$ cat config.mk
export PLATFORM = sky130hd
export DESIGN_NAME = json_string_unescape_utf8
export DESIGN_NICKNAME = d
export VERILOG_FILES = /design/src/hw/rtl/jsu_pkg.sv /design/src/hw/rtl/jsu_front.sv /design/src/hw/rtl/jsu_fifo.sv /design/src/hw/rtl/jsu_back.sv /design/src/hw/rtl/json_string_unescape_utf8.sv
export SDC_FILE = /design/constraint.sdc
export NUM_CORES = 1
export LEC_CHECK = 0
export ABC_AREA = 1
export BUFFER_PORTS_ARGS = -buffer_cell sky130_fd_sc_hd__buf_2
export CORE_AREA = 2 2 184 186
export CTS_CLUSTER_DIAMETER = 40
export DETAILED_ROUTE_END_ITERATION = 6
export DIE_AREA = 0 0 186 188
export GPL_TIMING_DRIVEN = 1
export PLACE_DENSITY = 0.49
export SLEW_MARGIN = 25
export SYNTH_ARGS = -nofsm -noshare
export SYNTH_HDL_FRONTEND = slang
export SYNTH_SLANG_ARGS = --single-unit
$ cat constraint.sdc
create_clock -name clk -period 3.4 [get_ports clk]
set_clock_uncertainty 0.05 [all_clocks]
set_input_delay 0.17 -clock clk [delete_from_list [all_inputs] [get_ports clk]]
set_output_delay 0.17 -clock clk [all_outputs]
set_load 0.03 [all_outputs]
$ cat src/hw/rtl/jsu_pkg.sv
// Shared types and constants for the JSON string unescaper.
package jsu_pkg;

	localparam int unsigned QDepth = 4;
	localparam int unsigned QPtrW = $clog2(QDepth);
	localparam int unsigned QCntW = $clog2(QDepth + 1);

	localparam logic [1:0] KIND_BYTE = 2'd0;
	localparam logic [1:0] KIND_END  = 2'd1;
	localparam logic [1:0] KIND_ERR  = 2'd2;

	localparam logic [3:0] ERR_NONE       = 4'd0;
	localparam logic [3:0] ERR_NO_QUOTE   = 4'd1;
	localparam logic [3:0] ERR_CTRL       = 4'd2;
	localparam logic [3:0] ERR_ESC_CUT    = 4'd3;
	localparam logic [3:0] ERR_BAD_ESC    = 4'd4;
	localparam logic [3:0] ERR_UNI_CUT    = 4'd5;
	localparam logic [3:0] ERR_BAD_HEX    = 4'd6;
	localparam logic [3:0] ERR_NO_LOW     = 4'd7;
	localparam logic [3:0] ERR_BAD_LOW    = 4'd8;
	localparam logic [3:0] ERR_LONE_LOW   = 4'd9;
	localparam logic [3:0] ERR_UNTERM     = 4'd10;

	// One classified request from the front to the back.
	typedef struct packed {
		logic [1:0]  kind;
		logic        utf8;   // value is a code point to encode
		logic [20:0] value;  // code point, or raw byte in [7:0]
		logic [3:0]  err;
	} cmd_t;

endpackage

$ cat src/hw/rtl/jsu_front.sv
// Front end: string parser that turns input requests into back-end commands.
module jsu_front (
	input  logic              clk,
	input  logic              arst_n,
	input  logic              accept,
	input  logic              action,
	input  logic [7:0]        in_byte,
	output logic              push,
	output jsu_pkg::cmd_t     cmd
);

	typedef enum logic [2:0] {
		PH_START, PH_RESYNC, PH_STR, PH_ESC, PH_HEX, PH_WANT_BSL, PH_WANT_U, PH_HEX_LOW
	} phase_t;

	phase_t      phase_q, phase_d;
	logic [1:0]  cnt_q, cnt_d;
	logic [11:0] acc_q, acc_d;
	logic [9:0]  high_q, high_d;
	logic        emit;
	logic [4:0]  hexv;
	logic [15:0] full;

	function automatic logic [4:0] hex_dec(input logic [7:0] c);
		logic [4:0] r;
		r = 5'd0;
		if (c >= 8'h30 && c <= 8'h39) r = {1'b1, 4'(c - 8'h30)};
		else if (c >= 8'h61 && c <= 8'h66) r = {1'b1, 4'(c - 8'h57)};
		else if (c >= 8'h41 && c <= 8'h46) r = {1'b1, 4'(c - 8'h37)};
		return r;
	endfunction

	assign hexv = hex_dec(in_byte);
	assign full = {acc_q, hexv[3:0]};
	assign push = accept && emit;

	always_comb begin
		phase_d = phase_q;
		cnt_d   = cnt_q;
		acc_d   = acc_q;
		high_d  = high_q;
		emit    = 1'b0;
		cmd     = '0;
		if (action) begin
			phase_d = PH_START;
			emit    = 1'b1;
			cmd.kind = jsu_pkg::KIND_ERR;
			case (phase_q)
				PH_STR:                 cmd.err = jsu_pkg::ERR_UNTERM;
				PH_ESC:                 cmd.err = jsu_pkg::ERR_ESC_CUT;
				PH_HEX, PH_HEX_LOW:     cmd.err = jsu_pkg::ERR_UNI_CUT;
				PH_WANT_BSL, PH_WANT_U: cmd.err = jsu_pkg::ERR_NO_LOW;
				default: begin
					emit     = 1'b0;
					cmd.kind = jsu_pkg::KIND_BYTE;
				end
			endcase
		end else begin
			case (phase_q)
				PH_START, PH_RESYNC: begin
					if (in_byte == 8'h22) begin
						phase_d = PH_STR;
					end else if (phase_q == PH_START) begin
						emit     = 1'b1;
						cmd.kind = jsu_pkg::KIND_ERR;
						cmd.err  = jsu_pkg::ERR_NO_QUOTE;
						phase_d  = PH_RESYNC;
					end
				end
				PH_STR: begin
					emit = 1'b1;
					if (in_byte == 8'h22) begin
						cmd.kind = jsu_pkg::KIND_END;
						phase_d  = PH_START;
					end else if (in_byte < 8'h20) begin
						cmd.kind = jsu_pkg::KIND_ERR;
						cmd.err  = jsu_pkg::ERR_CTRL;
						phase_d  = PH_RESYNC;
					end else if (in_byte == 8'h5C) begin
						emit    = 1'b0;
						phase_d = PH_ESC;
					end else begin
						cmd.value = {13'd0, in_byte};
					end
				end
				PH_ESC: begin
					emit    = 1'b1;
					phase_d = PH_STR;
					case (in_byte)
						8'h22, 8'h5C, 8'h2F: cmd.value = {13'd0, in_byte};
						8'h62: cmd.value = 21'h08;
						8'h66: cmd.value = 21'h0C;
						8'h6E: cmd.value = 21'h0A;
						8'h72: cmd.value = 21'h0D;
						8'h74: cmd.value = 21'h09;
						8'h75: begin
							emit    = 1'b0;
							phase_d = PH_HEX;
							cnt_d   = 2'd0;
							acc_d   = '0;
						end
						default: begin
							cmd.kind = jsu_pkg::KIND_ERR;
							cmd.err  = jsu_pkg::ERR_BAD_ESC;
							phase_d  = PH_RESYNC;
						end
					endcase
				end
				PH_WANT_BSL: begin
					if (in_byte == 8'h5C) begin
						phase_d = PH_WANT_U;
					end else begin
						emit     = 1'b1;
						cmd.kind = jsu_pkg::KIND_ERR;
						cmd.err  = jsu_pkg::ERR_NO_LOW;
						phase_d  = PH_RESYNC;
					end
				end
				PH_WANT_U: begin
					if (in_byte == 8'h75) begin
						phase_d = PH_HEX_LOW;
						cnt_d   = 2'd0;
						acc_d   = '0;
					end else begin
						emit     = 1'b1;
						cmd.kind = jsu_pkg::KIND_ERR;
						cmd.err  = jsu_pkg::ERR_NO_LOW;
						phase_d  = PH_RESYNC;
					end
				end
				default: begin
					if (!hexv[4]) begin
						emit     = 1'b1;
						cmd.kind = jsu_pkg::KIND_ERR;
						cmd.err  = jsu_pkg::ERR_BAD_HEX;
						phase_d  = PH_RESYNC;
					end else if (cnt_q != 2'd3) begin
						acc_d = full[11:0];
						cnt_d = cnt_q + 2'd1;
					end else begin
						cnt_d = 2'd0;
						acc_d = full[11:0];
						if (phase_q == PH_HEX) begin
							if (full[15:10] == 6'b110110) begin
								high_d  = full[9:0];
								phase_d = PH_WANT_BSL;
							end else if (full[15:10] == 6'b110111) begin
								emit     = 1'b1;
								cmd.kind = jsu_pkg::KIND_ERR;
								cmd.err  = jsu_pkg::ERR_LONE_LOW;
								phase_d  = PH_RESYNC;
							end else begin
								emit      = 1'b1;
								cmd.utf8  = 1'b1;
								cmd.value = {5'd0, full};
								phase_d   = PH_STR;
							end
						end else begin
							emit = 1'b1;
							if (full[15:10] != 6'b110111) begin
								cmd.kind = jsu_pkg::KIND_ERR;
								cmd.err  = jsu_pkg::ERR_BAD_LOW;
								phase_d  = PH_RESYNC;
							end else begin
								cmd.utf8  = 1'b1;
								cmd.value = {1'b0, high_q, full[9:0]} + 21'h10000;
								phase_d   = PH_STR;
							end
						end
					end
				end
			endcase
		end
	end

	always_ff @(posedge clk or negedge arst_n) begin
		if (!arst_n) begin
			phase_q <= PH_START;
			cnt_q   <= '0;
			acc_q   <= '0;
			high_q  <= '0;
		end else if (accept) begin
			phase_q <= phase_d;
			cnt_q   <= cnt_d;
			acc_q   <= acc_d;
			high_q  <= high_d;
		end
	end

endmodule

$ cat src/hw/rtl/jsu_fifo.sv
// Command queue between the parser and the UTF-8 output stage.
module jsu_fifo (
	input  logic              clk,
	input  logic              arst_n,
	input  logic              push,
	input  jsu_pkg::cmd_t     wdata,
	input  logic              pop,
	output jsu_pkg::cmd_t     rdata,
	output logic              full,
	output logic              empty
);

	jsu_pkg::cmd_t                mem_q [jsu_pkg::QDepth];
	logic [jsu_pkg::QPtrW-1:0]    wr_q, rd_q;
	logic [jsu_pkg::QCntW-1:0]    cnt_q;
	logic                         do_push, do_pop;

	assign full    = (cnt_q == jsu_pkg::QCntW'(jsu_pkg::QDepth));
	assign empty   = (cnt_q == '0);
	assign do_push = push && !full;
	assign do_pop  = pop && !empty;
	assign rdata   = mem_q[rd_q];

	always_ff @(posedge clk) begin
		if (do_push) begin
			mem_q[wr_q] <= wdata;
		end
	end

	always_ff @(posedge clk or negedge arst_n) begin
		if (!arst_n) begin
			wr_q  <= '0;
			rd_q  <= '0;
			cnt_q <= '0;
		end else begin
			if (do_push) begin
				wr_q <= (wr_q == jsu_pkg::QPtrW'(jsu_pkg::QDepth - 1)) ? '0 : wr_q + 1'b1;
			end
			if (do_pop) begin
				rd_q <= (rd_q == jsu_pkg::QPtrW'(jsu_pkg::QDepth - 1)) ? '0 : rd_q + 1'b1;
			end
			case ({do_push, do_pop})
				2'b10:   cnt_q <= cnt_q + 1'b1;
				2'b01:   cnt_q <= cnt_q - 1'b1;
				default: cnt_q <= cnt_q;
			endcase
		end
	end

endmodule

$ cat src/hw/rtl/jsu_back.sv
// Back end: expands commands into UTF-8 result bytes behind an output register.
module jsu_back (
	input  logic              clk,
	input  logic              arst_n,
	input  jsu_pkg::cmd_t     cmd,
	input  logic              cmd_empty,
	output logic              cmd_pop,
	output logic              result_valid,
	input  logic              result_ready,
	output logic [1:0]        kind,
	output logic [7:0]        out_byte,
	output logic [3:0]        error_code,
	output logic              last
);

	logic        busy_q;
	logic [20:0] cp_q;
	logic [1:0]  len_q, idx_q;
	logic        load;
	logic [1:0]  new_len;
	logic [7:0]  new_byte;

	function automatic logic [7:0] enc(input logic [20:0] cp, input logic [1:0] len,
	                                   input logic [1:0] idx);
		logic [7:0] b;
		logic [1:0] sh;
		b  = 8'd0;
		sh = len - idx;
		if (idx == 2'd0) begin
			case (len)
				2'd0:    b = {1'b0, cp[6:0]};
				2'd1:    b = {3'b110, cp[10:6]};
				2'd2:    b = {4'b1110, cp[15:12]};
				default: b = {5'b11110, cp[20:18]};
			endcase
		end else begin
			case (sh)
				2'd0:    b = {2'b10, cp[5:0]};
				2'd1:    b = {2'b10, cp[11:6]};
				default: b = {2'b10, cp[17:12]};
			endcase
		end
		return b;
	endfunction

	assign load    = !result_valid || result_ready;
	assign cmd_pop = load && !busy_q && !cmd_empty;

	always_comb begin
		new_len = 2'd0;
		if (cmd.utf8) begin
			if (cmd.value <= 21'h7F)        new_len = 2'd0;
			else if (cmd.value <= 21'h7FF)  new_len = 2'd1;
			else if (cmd.value <= 21'hFFFF) new_len = 2'd2;
			else                            new_len = 2'd3;
		end
		new_byte = cmd.utf8 ? enc(cmd.value, new_len, 2'd0) : cmd.value[7:0];
	end

	always_ff @(posedge clk or negedge arst_n) begin
		if (!arst_n) begin
			result_valid <= 1'b0;
			busy_q       <= 1'b0;
			cp_q         <= '0;
			len_q        <= '0;
			idx_q        <= '0;
			kind         <= '0;
			out_byte     <= '0;
			error_code   <= '0;
			last         <= 1'b0;
		end else if (load) begin
			if (busy_q) begin
				result_valid <= 1'b1;
				kind         <= jsu_pkg::KIND_BYTE;
				error_code   <= jsu_pkg::ERR_NONE;
				out_byte     <= enc(cp_q, len_q, idx_q);
				last         <= (idx_q == len_q);
				busy_q       <= (idx_q != len_q);
				idx_q        <= idx_q + 2'd1;
			end else if (!cmd_empty) begin
				result_valid <= 1'b1;
				kind         <= cmd.kind;
				error_code   <= cmd.err;
				out_byte     <= new_byte;
				last         <= (new_len == 2'd0);
				busy_q       <= (new_len != 2'd0);
				cp_q         <= cmd.value;
				len_q        <= new_len;
				idx_q        <= 2'd1;
			end else begin
				result_valid <= 1'b0;
			end
		end
	end

endmodule

$ cat src/hw/rtl/json_string_unescape_utf8.sv
// Top level of the JSON string unescaper with UTF-8 output.
// Input channel (item_valid/item_ready): one request per byte of a JSON
// string literal, starting at the opening quote, or an end-of-input marker
// (action = 1). Output channel (result_valid/result_ready): decoded UTF-8
// bytes (kind 0), an end marker on the closing quote (kind 1) or one
// numbered error (kind 2); last flags the final result of each request.
// The parser accepts one request per cycle while its command queue
// (4 entries) has room. The output stage emits one result per cycle while
// the receiver is ready; a \u escape or surrogate pair expands to up to
// four bytes, which the queue absorbs while the next escape is parsed.
// A request that gives results passes through the command queue and then
// the output register; requests that give no result (opening quotes,
// backslashes, hex digits before the last) only advance the parser.
// When the receiver stalls, the output register holds its result, the
// queue fills and item_ready drops until room is made.
// Reset (arst_n low) clears the parser to "waiting for opening quote",
// empties the queue and drops result_valid.
module json_string_unescape_utf8 (
	input  logic       clk,
	input  logic       arst_n,
	input  logic       item_valid,
	output logic       item_ready,
	input  logic       action,
	input  logic [7:0] in_byte,
	output logic       result_valid,
	input  logic       result_ready,
	output logic [1:0] kind,
	output logic [7:0] out_byte,
	output logic [3:0] error_code,
	output logic       last
);

	jsu_pkg::cmd_t wcmd, rcmd;
	logic          accept, push, pop, full, empty;

	assign item_ready = !full;
	assign accept     = item_valid && item_ready;

	jsu_front u_front (
		.clk     (clk),
		.arst_n  (arst_n),
		.accept  (accept),
		.action  (action),
		.in_byte (in_byte),
		.push    (push),
		.cmd     (wcmd)
	);

	jsu_fifo u_fifo (
		.clk    (clk),
		.arst_n (arst_n),
		.push   (push),
		.wdata  (wcmd),
		.pop    (pop),
		.rdata  (rcmd),
		.full   (full),
		.empty  (empty)
	);

	jsu_back u_back (
		.clk          (clk),
		.arst_n       (arst_n),
		.cmd          (rcmd),
		.cmd_empty    (empty),
		.cmd_pop      (pop),
		.result_valid (result_valid),
		.result_ready (result_ready),
		.kind         (kind),
		.out_byte     (out_byte),
		.error_code   (error_code),
		.last         (last)
	);

endmodule
# == After elaboration in Yosys (flattened, before gate mapping) ==
# Memory sizes are Yosys's and may differ from the RTL's.
# Index checks and enable logic that the tools add are counted.
# totals
n_memories,1
ramBits,112
reg_bits,76
input_bits,13
wordCells,225
out_inout_bits,17
# memory_table
memory,words,width,rd,rd_ports_with_merged_regs,write_ports,line_no,rtl
u_fifo.mem_q,4,28,1,0,1,jsu_fifo.sv:13,jsu_pkg::cmd_t mem_q [jsu_pkg::QDepth];
# classes
n_mux,105
n_lt_le_gt_ge,10
n_reduce_logical,39
eq_ne,37
bitwise_logic,6
addsub,11
# ops
op,count
two-way mux 22 bit,4
two-way mux 28 bit,3
case mux 21 bit (3 select lines),1
"equality test 8 x 7 -> 1 bit, second input constant",7
two-way mux 2 bit,27
case mux 8 bit (3 select lines),2
case mux 8 bit (6 select lines),1
two-way mux 3 bit,15
two-way mux 8 bit,5
two-way mux 4 bit,7
two-way mux 25 bit,1
two-way mux 12 bit,2
case mux 12 bit (2 select lines),1
two-way mux 1 bit,23
"adder 20 x 17 -> 21 bit, second input constant",1
"less-or-equal comparator 21 x 11 -> 1 bit, second input constant",1
"less-or-equal comparator 21 x 16 -> 1 bit, second input constant",1
"less-or-equal comparator 21 x 7 -> 1 bit, second input constant",1
two-way mux 21 bit,1
case mux 4 bit (5 select lines),1
"equality test 8 x 6 -> 1 bit, second input constant",2
"greater-or-equal comparator 8 x 7 -> 1 bit, second input constant",2
"less-or-equal comparator 8 x 7 -> 1 bit, second input constant",2
case mux 4 bit (4 select lines),1
48 further kinds,96

# == Depth between registers and ports, before layout ==
# depth
word_depth,12
ltp_mapped,21
ltp_nobuf,19

# == Cells and area by module ==
# A second synthesis with hierarchy kept.
# unflattened
cells_unflattened,1127
area_unflattened_um2,10212.3
# modules_own_cells
mod,area_per_inst_um2,seq_area_each_um2,n_inst,cells_each
jsu_fifo,5078.6,3538.4,1,387
jsu_front,2635.0,675.6,1,415
jsu_back,2484.9,1051.0,1,322
json_string_unescape_utf8,13.8,0.0,1,3

# == Least setup slack after synthesis ==
# No wires, ideal clock.
# synth_path
kind,register to register
start,register u_front.phase_q[1]
end,memory u_fifo.mem_q[3][0] (netlist name) (enable)
n_path_buf,1
path_slack_ns,0.470
synth_period_minus_slack_ns,2.930
required_ns,2.937
stages_incl_launch_ff,11
setup_ns,0.413
arrival_time_ns,2.467
cell_sequence,dfrtp_1 > buf_2 > inv_1 > nand3_2 > nand2_4 > nor2_1 > nand3_1 > nor2_2 > o21bai_4 > nand2_4 > nor2_1
# synth_between
elab_chain_cells,10
elab_cells_between_ends,23
cone_classes,7 x eq/ne; 10 x mux; 6 x reduce/logical
# synth_lines
element,line_no,rtl
from (decl),jsu_front.sv:16,"phase_t phase_q, phase_d;"
from (signal assigned),jsu_front.sv:183,phase_q <= phase_d;
equality test 3 bit,"jsu_front.sv:48, jsu_front.sv:143",
two-way mux 1 bit,jsu_front.sv:143,if (phase_q == PH_HEX) begin
two-way mux 1 bit,jsu_front.sv:137,end else if (cnt_q != 2'd3) begin
two-way mux 1 bit,jsu_front.sv:132,if (!hexv[4]) begin
case mux 1 bit (4 select lines),jsu_front.sv:59,case (phase_q)
two-way mux 1 bit *,jsu_front.sv:44,if (action) begin
logical AND 1 bit *,jsu_front.sv:35,assign push = accept && emit;
logical AND 1 bit *,jsu_fifo.sv:20,assign do_push = push && !full;
two-way mux 1 bit *,jsu_fifo.sv:25,if (do_push) begin
two-way mux 1 bit (implied by the code) *,jsu_fifo.sv:26,mem_q[wr_q] <= wdata;
to (decl),jsu_fifo.sv:13,
# Mark *: on every way between the ends. The rest lies on a longest branch, timed or not.

# == Worst setup path after layout ==
# layout_path
start,register u_fifo.rd_q[0] (netlist name)
end,register u_back.out_byte[3]
# layout_between
elab_cells_between_ends,15
cone_classes,3 x order compare; 2 x eq/ne; 8 x mux; 1 x reduce/logical; 1 x memory
# layout_lines
element,line_no,rtl
from (decl),jsu_fifo.sv:14,"logic [jsu_pkg::QPtrW-1:0] wr_q, rd_q;"
from (signal assigned),jsu_fifo.sv:40,rd_q <= (rd_q == jsu_pkg::QPtrW'(jsu_pkg::QDepth - 1)) ? '0 : rd_q + 1'b1;
memory read (4 x 28 bit) *,-,
less-or-equal comparator 21 x 11 -> 1 bit,jsu_back.sv:53,else if (cmd.value <= 21'h7FF) new_len = 2'd1;
two-way mux 2 bit,jsu_back.sv:53,
two-way mux 2 bit,jsu_back.sv:52,if (cmd.value <= 21'h7F) new_len = 2'd0;
two-way mux 2 bit *,jsu_back.sv:51,if (cmd.utf8) begin
via u_back.new_len[1],jsu_back.sv:20,logic [1:0] new_len;
"equality test 2 bit, or another cell as far along",jsu_back.sv:30,case (len)
case mux 8 bit (3 select lines) *,jsu_back.sv:30,
two-way mux 8 bit *,jsu_back.sv:57,"new_byte = cmd.utf8 ? enc(cmd.value, new_len, 2'd0) : cmd.value[7:0];"
two-way mux 8 bit *,jsu_back.sv:80,end else if (!cmd_empty) begin
two-way mux 8 bit *,jsu_back.sv:72,if (busy_q) begin
to (signal assigned),jsu_back.sv:76,"out_byte <= enc(cp_q, len_q, idx_q);"
to (signal assigned),jsu_back.sv:84,out_byte <= new_byte;
to (decl),jsu_back.sv:11,"output logic [7:0] out_byte,"
# Mark *: on every way through the listed nets, which the timed path passes. The rest lies on a longest branch. The select of a mux whose other input is x is not followed.
# A chain may end at the register's enable or synchronous reset.

==> summary.txt <==
========================================================================================
Status                                                                      finished clean
Via count                                                                           7229
Combinational family with the most area after synthesis                     simple AND/OR/NAND/NOR gates
Slew HR                                                                            52.5%
Hold Crit Class                                                             input port to flop
Total gr overflow                                                                      0
Number of antenna diodes                                                               0
Cells along the critical path                                               inv_2, buf_4, nand2_1, nand3_1, nand2_1, inv_1, nand2_1, inv_1, ha_1, inv_1, nor2_1, o21bai_1, o21ai_0, nand2_1, nand2_1
Max Fclk                                                                       0.349 GHz
Nets in the synthesized netlist                                                     1077
Crit path DAT                                                                    3.14 ns
Ranking of synthesized cells by area                                        sky130_fd_sc_hd__edfxtp_1, sky130_fd_sc_hd__dfrtp_1, sky130_fd_sc_hd__nand2_1
Cell types with the highest counts after synthesis                          sky130_fd_sc_hd__nand2_1, sky130_fd_sc_hd__edfxtp_1, sky130_fd_sc_hd__nand3_1
Fraction of registers with async set/reset                                         40.4%
Area leader, netlist                                                        sky130_fd_sc_hd__edfxtp_1
Mapped Cells                                                                        1039
Post-cts resize count                                                                  0
Die boundary width                                                                186 um
Cell family with the largest share of critical-path delay                   buffers and inverters
Compound-gate portion of the synthesized area                                      9.91%
Multi-input combinational cell area                                           3650 sq um
Max-Cap Viols                                                                          0
Nets@finish                                                                         1106
Clock tree from TritonCTS                                                           done
HP Start                                                                    result_ready
CORE AREA                                                                    33100 sq um
Avg Cell Area, Syn                                                            9.05 sq um
Warning count from the yosys run                                                       0
Wire length per cell after detailed routing                                      15.7 um
IO Pins                                                                               30
Leakage                                                                          4.60 nW
First-pass GRT wire length                                                      38800 um
Clock Tree Buf Depth                                                                   2
CP dominant cell by count                                                   sky130_fd_sc_hd__nand2_1
Root buffer cell                                                            sky130_fd_sc_hd__clkbuf_16
Total wire length                                                               24000 um
Register Area                                                                 5270 sq um
Routed Antenna Nets                                                                    0
Startpoint of the lowest-slack register-to-register path                    u_fifo.rd_q[0]
Vertical die dimension                                                            188 um
Post-synthesis cell area                                                      9400 sq um
Crit path largest cell delay                                                     0.42 ns
Number of buffers inserted by hold repair at cts                                       1
Seq cells post-synth                                                                 188
Overall die area                                                             35000 sq um
PnR Total Power                                                                  8.29 mW
Placed wire-length estimate                                                     17000 um
CP max FO                                                                             28
Post-Synth Simple-Gate Area                                                        25.0%
Fill count                                                                          3450
Final setup violation count                                                            0
Minimum period implied by the final worst setup slack                            2.86 ns
Portion of the clock cycle consumed by the worst path in the final layout          84.2%
Primary FF master, synth                                                    sky130_fd_sc_hd__edfxtp_1
Synth cell types                                                                      47
Power Dens Cells                                                             777 nW/um^2
Number of hold-slack violations in the final timing report                             0
Actual transition at the worst max-transition pin                               0.712 ns
Critical Path Sink Type                                                             flop
Largest net degree at the start of global routing                                     71
Length of the first detailed-routing pass in iterations                                7
DR DRC count                                                                           0
Number of synthesized flops with an enable pin                                       112
Top cell type's share of synthesized area                                          35.8%
Area grow syn2layout                                                               13.6%
Type of the worst setup path                                                flop to flop
Fraction of final layout cells with drive strength greater than 1                  11.8%
CTS buffer count                                                                      17
Count of buffers from port buffering                                                  29
Fin. max-slew vios                                                                     0
Number of H-tree branching levels                                                      4
RSZ-0062 raised after global routing                                                  no
Postcts setup bufs                                                                     0
Detail-routed via count per cell                                                    4.73
Std cell rows                                                                         67
CP Buf/Inv Count                                                                       5
Later-pin clock latency in the skew report                                       0.43 ns
Slowest library cell on the worst path                                      sky130_fd_sc_hd__dfrtp_2
Number of clock sinks                                                                188
Adder-cell share of the synthesized area                                           3.41%
Detailed router's first-iteration violation count                                    519
Fin Setup TNS                                                                       0 ns
Worst-case vdd ir drop                                                        0.000387 V
Worst endpoint required time                                                     3.68 ns
Leading cell type by number of instances after synthesis                    sky130_fd_sc_hd__nand2_1
Xor/xnor share of the synthesized area                                            0.279%
Antenna violations before repair                                                       1
CP Launch Type                                                                      flop
Proportion of synthesized area in mux cells                                       0.120%
Utilization after layout                                                           32.2%
Register area share after synthesis                                                56.0%
Weighted congestion at the end of routability-driven global placement              0.904
Global routing usage summed across all routing layers                              14.3%
Clock slew seen by the registers of the worst setup and hold paths               0.08 ns
Effective utilization at floorplan                                                 28.4%
Launching element of the worst setup path                                   u_fifo.rd_q[0]
Via count of the first global-routing pass                                          6955
========================================================================================
## report_power, final
group / switching [mW] / total (mW) / internal [mW]
clock network: 0.956 / 2.01 / 1.06
registers: 0.263 / 3.08 / 2.82
logic: 2.22 / 3.20 / 0.977
## kinds of logic after synthesis
family                   Yosys count
AND/OR/NAND/NOR                  536
flip-flops                       188
AO/OA/AOI/OAI                    164
buffers and inverters            122
adder cells (fa/ha/maj)           25
XOR/XNOR                           3
multiplexers                       1
## cell usage in the layout (no fill, tap or decap), types with 3 or more instances in the layout
master                      netlist  layout
sky130_fd_sc_hd__nand2_4          6       6
sky130_fd_sc_hd__nor3_1           6       6
sky130_fd_sc_hd__o22ai_1         17      17
sky130_fd_sc_hd__nand3_1        107     107
sky130_fd_sc_hd__inv_6            0       3
sky130_fd_sc_hd__clkbuf_16        0      17
sky130_fd_sc_hd__a22oi_1          4       4
sky130_fd_sc_hd__edfxtp_1       112     112
sky130_fd_sc_hd__inv_2           10      10
sky130_fd_sc_hd__o21ai_1         16      16
sky130_fd_sc_hd__ha_1            24      24
sky130_fd_sc_hd__nor2_2           7      11
sky130_fd_sc_hd__a22o_1           6       6
sky130_fd_sc_hd__o211ai_1         6       6
sky130_fd_sc_hd__nand2_1        295     295
sky130_fd_sc_hd__a31oi_1          5       5
sky130_fd_sc_hd__inv_1           74      74
sky130_fd_sc_hd__nand4_1          7       7
sky130_fd_sc_hd__buf_2           19      28
sky130_fd_sc_hd__a21oi_1         23      23
sky130_fd_sc_hd__buf_4            3      16
sky130_fd_sc_hd__dfrtp_1         76      75
sky130_fd_sc_hd__inv_8            0       6
sky130_fd_sc_hd__clkinv_4         0       3
sky130_fd_sc_hd__nand3_2          5       5
sky130_fd_sc_hd__nand2_2          9       9
sky130_fd_sc_hd__nor2_1          85      81
sky130_fd_sc_hd__o21ai_0         79      79
## path summary, 6_finish.rpt
kind                            cells after the start                 end  slack (ns)
worst max-delay path                               15  u_back.out_byte[3]        0.54
max in group asynchronous                           3     u_fifo.cnt_q[2]        2.41
worst min register to register                      2  u_back.out_byte[6]        0.43
worst max register to register                     15  u_back.out_byte[3]        0.54
min in group asynchronous                           2     u_back.idx_q[0]        0.28
worst min-delay path                                4     u_back.idx_q[0]        0.06
## registers in the layout (all words and copies together), names as in the netlist, 3 cells and up
register           count
u_back.cp_q           21
u_back.error_code      4
u_back.out_byte        8
u_fifo.cnt_q           3
u_fifo.mem_q         112
u_front.acc_q         12
u_front.high_q        10
u_front.phase_q        3
## tightest hold or removal path: cells and delay by family
kind | cells | cell delay, ns
compound gates | 1 | 0.05
buf+inv | 1 | 0.07
simple gates | 2 | 0.20
## routing by layer
| metal | up-vias | share of wire [%] | track usage [%] |
|---|---|---|---|
| met4 | 2 | 1.2 | 3.36 |
| met1 | 3476 | 47 | 19.5 |
| met3 | 27 | 3.7 | 2.37 |
| met2 | 151 | 48 | 23.6 |
| met5 | - | 0.054 | 0 |
| li1 | 3573 | - | - |
## per-stage QoR
step	std cells	area (sq um)	hold WS [ns]	worst slack (ns)
after floorplan	1039	9400	-0.176	0.470
after global placement	1496	10100	0.355	0.487
after detailed placement	1496	10100	0.347	0.485
after CTS	1529	10700	0.0506	0.532
after global routing	1529	10700	0.0833	0.217
final	1529	10700	0.0558	0.536
## cell type report
class	count	share of cell area (%)
tap	448	5.25
clock inverter	15	1.63
timing repair buffer	46	2.64
multi-input combinational	729	34.1
clock buffer	17	3.98
sequential	188	49.3
inverter	86	3.03
Power figures use the tool's default switching activity.
